### src/design/sdpi_pkg.sv
package sdpi_pkg;

	typedef logic signed [63:0] fx_t;

	localparam logic [2:0] OP_ADD = 3'd0;
	localparam logic [2:0] OP_SUB = 3'd1;
	localparam logic [2:0] OP_MUL = 3'd2;
	localparam logic [2:0] OP_DIV = 3'd3;
	localparam logic [2:0] OP_NEG = 3'd4;

	typedef struct packed {
		logic       start;
		logic [2:0] op;
		fx_t        a;
		fx_t        b;
	} alu_req_t;

	typedef struct packed {
		logic done;
		fx_t  res;
		logic sat;
	} alu_rsp_t;

	localparam logic signed [63:0] S64MAX = 64'sh7FFF_FFFF_FFFF_FFFF;
	localparam logic signed [63:0] S64MIN = 64'sh8000_0000_0000_0000;

endpackage

### src/design/sdpi_alu.sv
module sdpi_alu #(
	parameter int FRAC_BITS = 32
) (
	input  logic              clk,
	input  logic              arst_n,
	input  sdpi_pkg::alu_req_t req,
	output sdpi_pkg::alu_rsp_t rsp
);
	localparam logic [2:0] ST_IDLE = 3'd0;
	localparam logic [2:0] ST_MUL  = 3'd1;
	localparam logic [2:0] ST_DIV  = 3'd2;
	localparam logic [2:0] ST_PACK = 3'd3;

	logic [2:0]    state_q;
	logic [2:0]    op_q;
	logic          neg_q;
	logic [63:0]   ma_q;
	logic [63:0]   mb_q;
	logic [127:0]  acc_q;
	logic [63:0]   rem_q;
	logic [6:0]    cnt_q;
	logic [63:0]   ma;
	logic [63:0]   mb;
	logic [64:0]   rem_sh;
	logic [64:0]   rem_sub;
	logic          qbit;
	logic [127:0]  num;
	logic [127:0]  shifted;
	logic [79:0]   part;
	logic [127:0]  pack_m;
	logic [63:0]   sum;
	logic          ovf;
	sdpi_pkg::fx_t res_c;
	logic          sat_c;

	assign ma = req.a[63] ? (64'd0 - req.a) : req.a;
	assign mb = req.b[63] ? (64'd0 - req.b) : req.b;
	assign num = {64'd0, ma_q} << FRAC_BITS;
	assign rem_sh = {rem_q, num[7'd127 - cnt_q]};
	assign rem_sub = rem_sh - {1'b0, mb_q};
	assign qbit = !rem_sub[64];
	assign shifted = acc_q >> FRAC_BITS;
	assign part = {64'd0, ma_q[15:0]} * {16'd0, mb_q};
	assign pack_m = (op_q == sdpi_pkg::OP_MUL) ? shifted : acc_q;

	always_comb begin
		sum = req.a + req.b;
		ovf = 1'b0;
		res_c = '0;
		sat_c = 1'b0;
		unique case (req.op)
			sdpi_pkg::OP_ADD: begin
				sum = req.a + req.b;
				ovf = (req.a[63] == req.b[63]) && (sum[63] != req.a[63]);
			end
			sdpi_pkg::OP_SUB: begin
				sum = req.a - req.b;
				ovf = (req.a[63] != req.b[63]) && (sum[63] != req.a[63]);
			end
			default: begin
				sum = 64'd0 - req.a;
				ovf = (req.a == sdpi_pkg::S64MIN);
			end
		endcase
		if (ovf) begin
			sat_c = 1'b1;
			res_c = (req.op == sdpi_pkg::OP_NEG) ? sdpi_pkg::S64MAX :
				(req.a[63] ? sdpi_pkg::S64MIN : sdpi_pkg::S64MAX);
		end else begin
			res_c = sum;
		end
	end

	always_ff @(posedge clk or negedge arst_n) begin
		if (!arst_n) begin
			state_q <= ST_IDLE;
			op_q <= '0;
			neg_q <= 1'b0;
			ma_q <= '0;
			mb_q <= '0;
			acc_q <= '0;
			rem_q <= '0;
			cnt_q <= '0;
			rsp.done <= 1'b0;
			rsp.sat <= 1'b0;
			rsp.res <= '0;
		end else begin
			rsp.done <= 1'b0;
			unique case (state_q)
				ST_IDLE: begin
					if (req.start) begin
						op_q <= req.op;
						ma_q <= ma;
						mb_q <= (req.op == sdpi_pkg::OP_DIV) ? req.b : mb;
						neg_q <= (req.op == sdpi_pkg::OP_DIV) ? req.a[63] :
							(req.a[63] ^ req.b[63]);
						acc_q <= '0;
						rem_q <= '0;
						cnt_q <= '0;
						priority if (req.op == sdpi_pkg::OP_MUL) begin
							state_q <= ST_MUL;
						end else if (req.op == sdpi_pkg::OP_DIV) begin
							if (req.b == 64'd0) begin
								rsp.done <= 1'b1;
								rsp.sat <= 1'b1;
								rsp.res <= req.a[63] ? sdpi_pkg::S64MIN : sdpi_pkg::S64MAX;
							end else begin
								state_q <= ST_DIV;
							end
						end else begin
							rsp.done <= 1'b1;
							rsp.res <= res_c;
							rsp.sat <= sat_c;
						end
					end
				end
				ST_MUL: begin
					acc_q <= acc_q + ({48'd0, part} << {cnt_q[1:0], 4'd0});
					ma_q <= ma_q >> 16;
					cnt_q <= cnt_q + 7'd1;
					if (cnt_q[1:0] == 2'd3) begin
						state_q <= ST_PACK;
					end
				end
				ST_DIV: begin
					rem_q <= qbit ? rem_sub[63:0] : rem_sh[63:0];
					acc_q <= {acc_q[126:0], qbit};
					cnt_q <= cnt_q + 7'd1;
					if (cnt_q == 7'd127) begin
						state_q <= ST_PACK;
					end
				end
				ST_PACK: begin
					state_q <= ST_IDLE;
					rsp.done <= 1'b1;
					if (neg_q) begin
						rsp.sat <= (pack_m > 128'h8000_0000_0000_0000);
						rsp.res <= (pack_m > 128'h8000_0000_0000_0000) ? sdpi_pkg::S64MIN :
							64'd0 - pack_m[63:0];
					end else begin
						rsp.sat <= (pack_m > 128'h7FFF_FFFF_FFFF_FFFF);
						rsp.res <= (pack_m > 128'h7FFF_FFFF_FFFF_FFFF) ? sdpi_pkg::S64MAX :
							pack_m[63:0];
					end
				end
				default: state_q <= ST_IDLE;
			endcase
		end
	end
endmodule

### config.mk
export PLATFORM = sky130hd
export DESIGN_NAME = sdpi_alu
export DESIGN_NICKNAME = d
export VERILOG_FILES = /design/src/design/sdpi_pkg.sv /design/src/design/sdpi_alu.sv
export SDC_FILE = /design/constraint.sdc
export NUM_CORES = 2
export LEC_CHECK = 0
export BUFFER_PORTS_ARGS = -buffer_cell sky130_fd_sc_hd__buf_2
export CAP_MARGIN = 20
export CORE_ASPECT_RATIO = 0.9
export CORE_MARGIN = 2
export CORE_UTILIZATION = 50
export DETAILED_ROUTE_END_ITERATION = 7
export GPL_ROUTABILITY_DRIVEN = 1
export PLACE_DENSITY = 0.77
export SLEW_MARGIN = 25
export SYNTH_ARGS = -nofsm -noshare
export SYNTH_HDL_FRONTEND = slang
export SYNTH_SLANG_ARGS = --single-unit
### constraint.sdc
create_clock -name clk -period 11.1 [get_ports clk]
set_input_delay 0.555 -clock clk [delete_from_list [all_inputs] [get_ports clk]]
set_output_delay 0.555 -clock clk [all_outputs]
set_load 0.02 [all_outputs]
# Word-level counts from Yosys, hierarchy flattened
# Index checks and enable logic that the tools add are counted.
word_totals:
  ff_bits: 400
  output_inout_bits: 66
  word_cells: 104
op_classes:
  addsub: 9
  n_mul: 1
  n_shift: 1
  n_eq_ne: 22
  order_cmp: 3
  n_reduce_logical: 19
  muxes: 37
  n_bitwise: 1
op_table:
  columns: ["op", "n"]
  rows:
  - ["$mux W64", 11]
  - ["$pmux W128 S3", 1]
  - ["$pmux W64 S2", 3]
  - ["$mux W66", 4]
  - ["$mux W128", 2]
  - ["$sub A1 B64 Y64 const A", 3]
  - ["$pmux W66 S2", 1]
  - ["$add A128 B128 Y128", 1]
  - ["$gt A128 B63 Y1 const B", 1]
  - ["$gt A128 B64 Y1 const B", 1]
  - ["$shl A80 B6 Y128", 1]
  - ["$mul A16 B64 Y80", 1]
  - ["$mux W65", 1]
  - ["$sub A65 B64 Y65", 1]
  - ["$add A64 B64 Y64", 1]
  - ["$eq A64 B64 Y1 const B", 1]
  - ["$logic_not A64 Y1", 1]
  - ["$sub A64 B64 Y64", 1]
  - ["$mux W3", 6]
  - ["$eq A3 B2 Y1 const B", 5]
  - ["$pmux W7 S2", 1]
  - ["$reduce_and A2 Y1", 5]
  - ["$ne A3 B3 Y1 const B", 3]
  - ["$pmux W3 S3", 1]
  - ["23 further kinds", 36]

# Logic depth before layout (Yosys ltp)
logic_depth:
  depth_word: 9
  ltp_mapped: 45
  ltp_nobuf: 41

# Worst setup path before layout
# OpenSTA, ideal clock, no wires.
synth_timing:
  path_kind: "register to register"
  startpoint: "reg ma_q[3]"
  endpoint: "reg acc_q[125]"
  setup_time_ps: 129
  stages_incl_launch_ff: 40
  t_arrival_ps: 9700
  slack_ps: 1271
  path_cell_list: "dfrtp_1 clkbuf_1 clkbuf_1 nand2_1 fa_1 fa_1 fa_1 fa_1 inv_1 fa_1 inv_1 fa_1 inv_1 ha_1 nand4_1 a2111oi_0 o41ai_1 a2111oi_0 (+4 left out) a21boi_0 o21ai_0 xnor2_1 o21ai_0 o21a_1 ha_1 and2_0 nand3_1 nor2_1 nand2_1 or3_1 a2111oi_0 o21ai_0 nand3_1 a21oi_1 o41ai_1 xnor2_1 o21ai_1"
synth_via:
  elab_chain_cells: 4
synth_lines:
  columns: ["item", "line_no", "source"]
  rows:
  - ["start: declaration", "sdpi_alu.sv:17", "logic [63:0] ma_q;"]
  - ["start signal: assignment", "sdpi_alu.sv:93", "ma_q <= ma;"]
  - ["start signal: assignment", "sdpi_alu.sv:119", "ma_q <= ma_q >> 16;"]
  - ["$mul A16 B64 Y80", "sdpi_alu.sv:43", "assign part = {64'd0, ma_q[15:0]} * {16'd0, mb_q};"]
  - ["$shl A80 B6 Y128", "sdpi_alu.sv:118", "acc_q <= acc_q + ({48'd0, part} << {cnt_q[1:0], 4'd0});"]
  - ["$add A128 B128 Y128", "sdpi_alu.sv:118", null]
  - ["$pmux W128 S3", "sdpi_alu.sv:89", "unique case (state_q)"]
  - ["end signal: assignment", "sdpi_alu.sv:118", null]
  - ["end signal: assignment", "sdpi_alu.sv:127", "acc_q <= {acc_q[126:0], qbit};"]
  - ["end: declaration", "sdpi_alu.sv:19", "logic [127:0] acc_q;"]
# Every way passes these cells.
# A chain may end at the register's enable or synchronous reset.

# Worst setup path after layout
layout_timing:
  startpoint: "reg ma_q[6]"
  endpoint: "reg acc_q[127]"
# Same word-level chain as after synthesis.

==> metrics.yaml <==
hold_ws_ps: 198
synth_top_area_cell: "fa_1"
cts-root-buf: "clkbuf_16"
maxCapViolations: 0
insertion_delay_ps: 740
p_int_mw: 2.79
clock-skew-final_ps: 93.9
vias: 78400
ir_drop_mv: 0.130
synth_mux_area_share_pct: 2.28
synth_ff_type: "dfrtp_1"
synth-seq-cells: 399
r2r-start: "ma_q[6]"
clock_power_share_pct: 44.4
synth_most_common_cell: "nand2_1"
synth_xor_area_share_pct: 6.04
cpPeakStageDelay_ps: 580
synth_compound_area_share_pct: 19.9
outcome: "finished clean"
max_freq_mhz: 92.6
grt_pass1_wl_um: 488000
syn_avg_cell_area_um2: 7.74
crit_arrival_ps: 11420
gr-total-overflow: 0
clkTransAtPathRegs_ps: 70
synth-simple-area-share_pct: 19.3
fill_cells: 14400
critical_path.endpoint: "acc_q[127]"
yosys-top-cells-count: "nand2_1, inv_1, fa_1"
final_util_pct: 55.8
finalHoldViolCount: 0
synth_area_mm2: 0.0779
numCtsBuffers: 52
powerDensity_mw_per_mm2: 49.7
coreArea_mm2: 0.155
reg2reg_depth: 42
cts.path.max_buffers: 3
hold_class: "input pin to flop"
synthTopCellsByArea: "fa_1, dfrtp_1, ha_1, nand2_1, inv_1"
die_x_um: 420
dpl.cell_count: 12300
async_reset_ff_share_pct: 100
cts_max_level: 2
slowest_stage: "fa_1"
antenna_left: 0
drtIter0Drc: 10500
required_ps: 11720
fin_crit_sh_pct: 97.3
area_growth_pct: 10.8
power_switching_mw: 1.50
reg2reg_to: "acc_q[127]"
yosysWarningCount: 0
fin_nets: 11800
rsz0062_at_grt: "false"
report.final.slew_viol_count: 0
r2r_slack_ps: 300
worstMarginPinSlew_ps: 1220
period_minus_slack_ps: 10800
routedWlPerCell_um: 26.1
io_pins: 200
die_area_mm2: 0.159
tns_ps: 0
p_seq_share_pct: 33.9
syn_nets: 11600
avgViaCountPerCell: 6.29
synth-adder-area-share_pct: 30.3
totalWireLength_um: 325000
synth_top_family_by_area: "adder cells"
place_hpwl_um: 261000
drive_above_1_share_pct: 10.9
final_cell_area_mm2: 0.0863
io_buffers: 199
slew_headroom_pct: 18.1
placed_area_mm2: 0.0841
path_class: "flop to flop"
worstSetupStartpoint: "ma_q[6]"
drtPass1Iterations: 6
synth_cell_type_count: 108
antenna_found_initial: 32
die_h_um: 379
grt_usage_pct: 40.7
cp-start-kind: "flop"
path_max_fanout: 16
grt_pass1_vias: 76200
grt_max_degree: 139
rows: 137
endpoint_kind: "flop"
power_frac_comb_pct: 21.7
ys_seq_area_share_pct: 12.8
cts.sinks: 399
p_leak_nw: 40.9
start_util_pct: 50.3
drc: 0
cp_common_cell: "fa_1"
synth_edf_count: 0
netlist_instances: 10100
setup_viol: 0
fin_cells: 12500
cts_tree: "built"
gp_congestion: 1.09
hp-start: "req[129]"
switching_share_pct: 35.0
synth_top_area_share_pct: 22.4
==> stage by stage <==
stage	setup slack, ps	total power, mW
global route	5.49	4.38
floorplan	1270	1.95
finish	298	4.29
detailed placement	-227	2.35
global placement	-195	2.36
CTS	29.3	4.25
==> what timing repair did <==
| item | in CTS | in global routing |
|---|---|---|
| hold endpoints to repair | 51 | 0 |
| setup endpoints to repair | 6 | 52 |
| pin swaps | 0 | 5 |
| hold buffers | 1 | 0 |
| resized for setup | 3 | 64 |
| setup buffers | 0 | 4 |
==> cell usage in the layout, fill, tap and decap left out, types with 46 or more instances in the layout <==
master     count
buf_4        627
nand2b_1      59
nor2_1       598
ha_1         494
nand4_1      143
a21o_1       217
nand3_1      135
o21a_1        62
fa_1         870
a21oi_1      686
a22oi_1      118
nor4_1        85
buf_2        198
inv_1       1217
a31oi_1      108
o21bai_1      93
nor3_1       138
and2_1       382
xor2_1       217
mux2i_1      113
dfrtp_1      379
o21ai_0      678
a221o_1       46
xnor2_1      315
nand2_1     1433
clkbuf_16     52
==> registers in the layout, summed over array words and instances, names as in the netlist <==
register	count
acc_q	128
state_q	2
cnt_q	7
neg_q	1
mb_q	64
ma_q	64
rem_q	64
op_q	3
rsp	66
==> area by class of cell <==
cell class | count | area, um2 | area share, %
Antenna cell | 20 | 50.0 | 0.0580
Clock buffer | 72 | 1460 | 1.69
Clock inverter | 23 | 369 | 0.428
Inverter | 1221 | 4580 | 5.31
Multi-Input combinational cell | 7784 | 61000 | 70.7
Sequential cell | 399 | 10000 | 11.6
Tap cell | 2085 | 2610 | 3.02
Timing Repair Buffer | 858 | 6240 | 7.23
==> cell families after synthesis <==
logic type,after synthesis
flops,399
fa+ha+maj,1367
buf+inv,1886
simple gates,3240
xor+xnor,537
mux,148
compound gates,2492
==> worst min path at each step <==
| stage | depth (start not counted) | end | slack (ps) |
|---|---|---|---|
| finish | 3 | op_q[1] | 200 |
| global route | 3 | op_q[1] | 200 |
| CTS | 3 | op_q[1] | 160 |
| detailed placement | 2 | rsp[15] | 480 |
| global placement | 2 | rsp[0] | 460 |
| floorplan | 0 | acc_q[0] | 260 |
==> power by group through the flow <==
stage / clock [mW] / combinational [mW] / sequential [mW]
5_1_grt: 1.97 / 0.960 / 1.45
2_1_floorplan: 0 / 0.468 / 1.48
3_5_place_dp: 0 / 0.872 / 1.48
4_1_cts: 1.92 / 0.877 / 1.45
3_3_place_gp: 0 / 0.877 / 1.48
6_report: 1.91 / 0.931 / 1.45
==> worst max-delay path: cells and delay by family (launching register included) <==
family / cells / cell delay, ps
fa+ha+maj: 8 / 3810
compound gates: 15 / 3260
simple gates: 10 / 1980
buf+inv: 8 / 940
flops: 1 / 460
mux: 1 / 300
==> per-layer routing <==
metal | part of all wire, % | wire, um | GRT usage, %
met1 | 40 | 131000 | 55.6
met2 | 41 | 132000 | 57.7
met3 | 13 | 42100 | 13.4
met4 | 5.9 | 19300 | 19.4
met5 | 0.20 | 652 | 1.69
(Power assumes the default switching activity.)
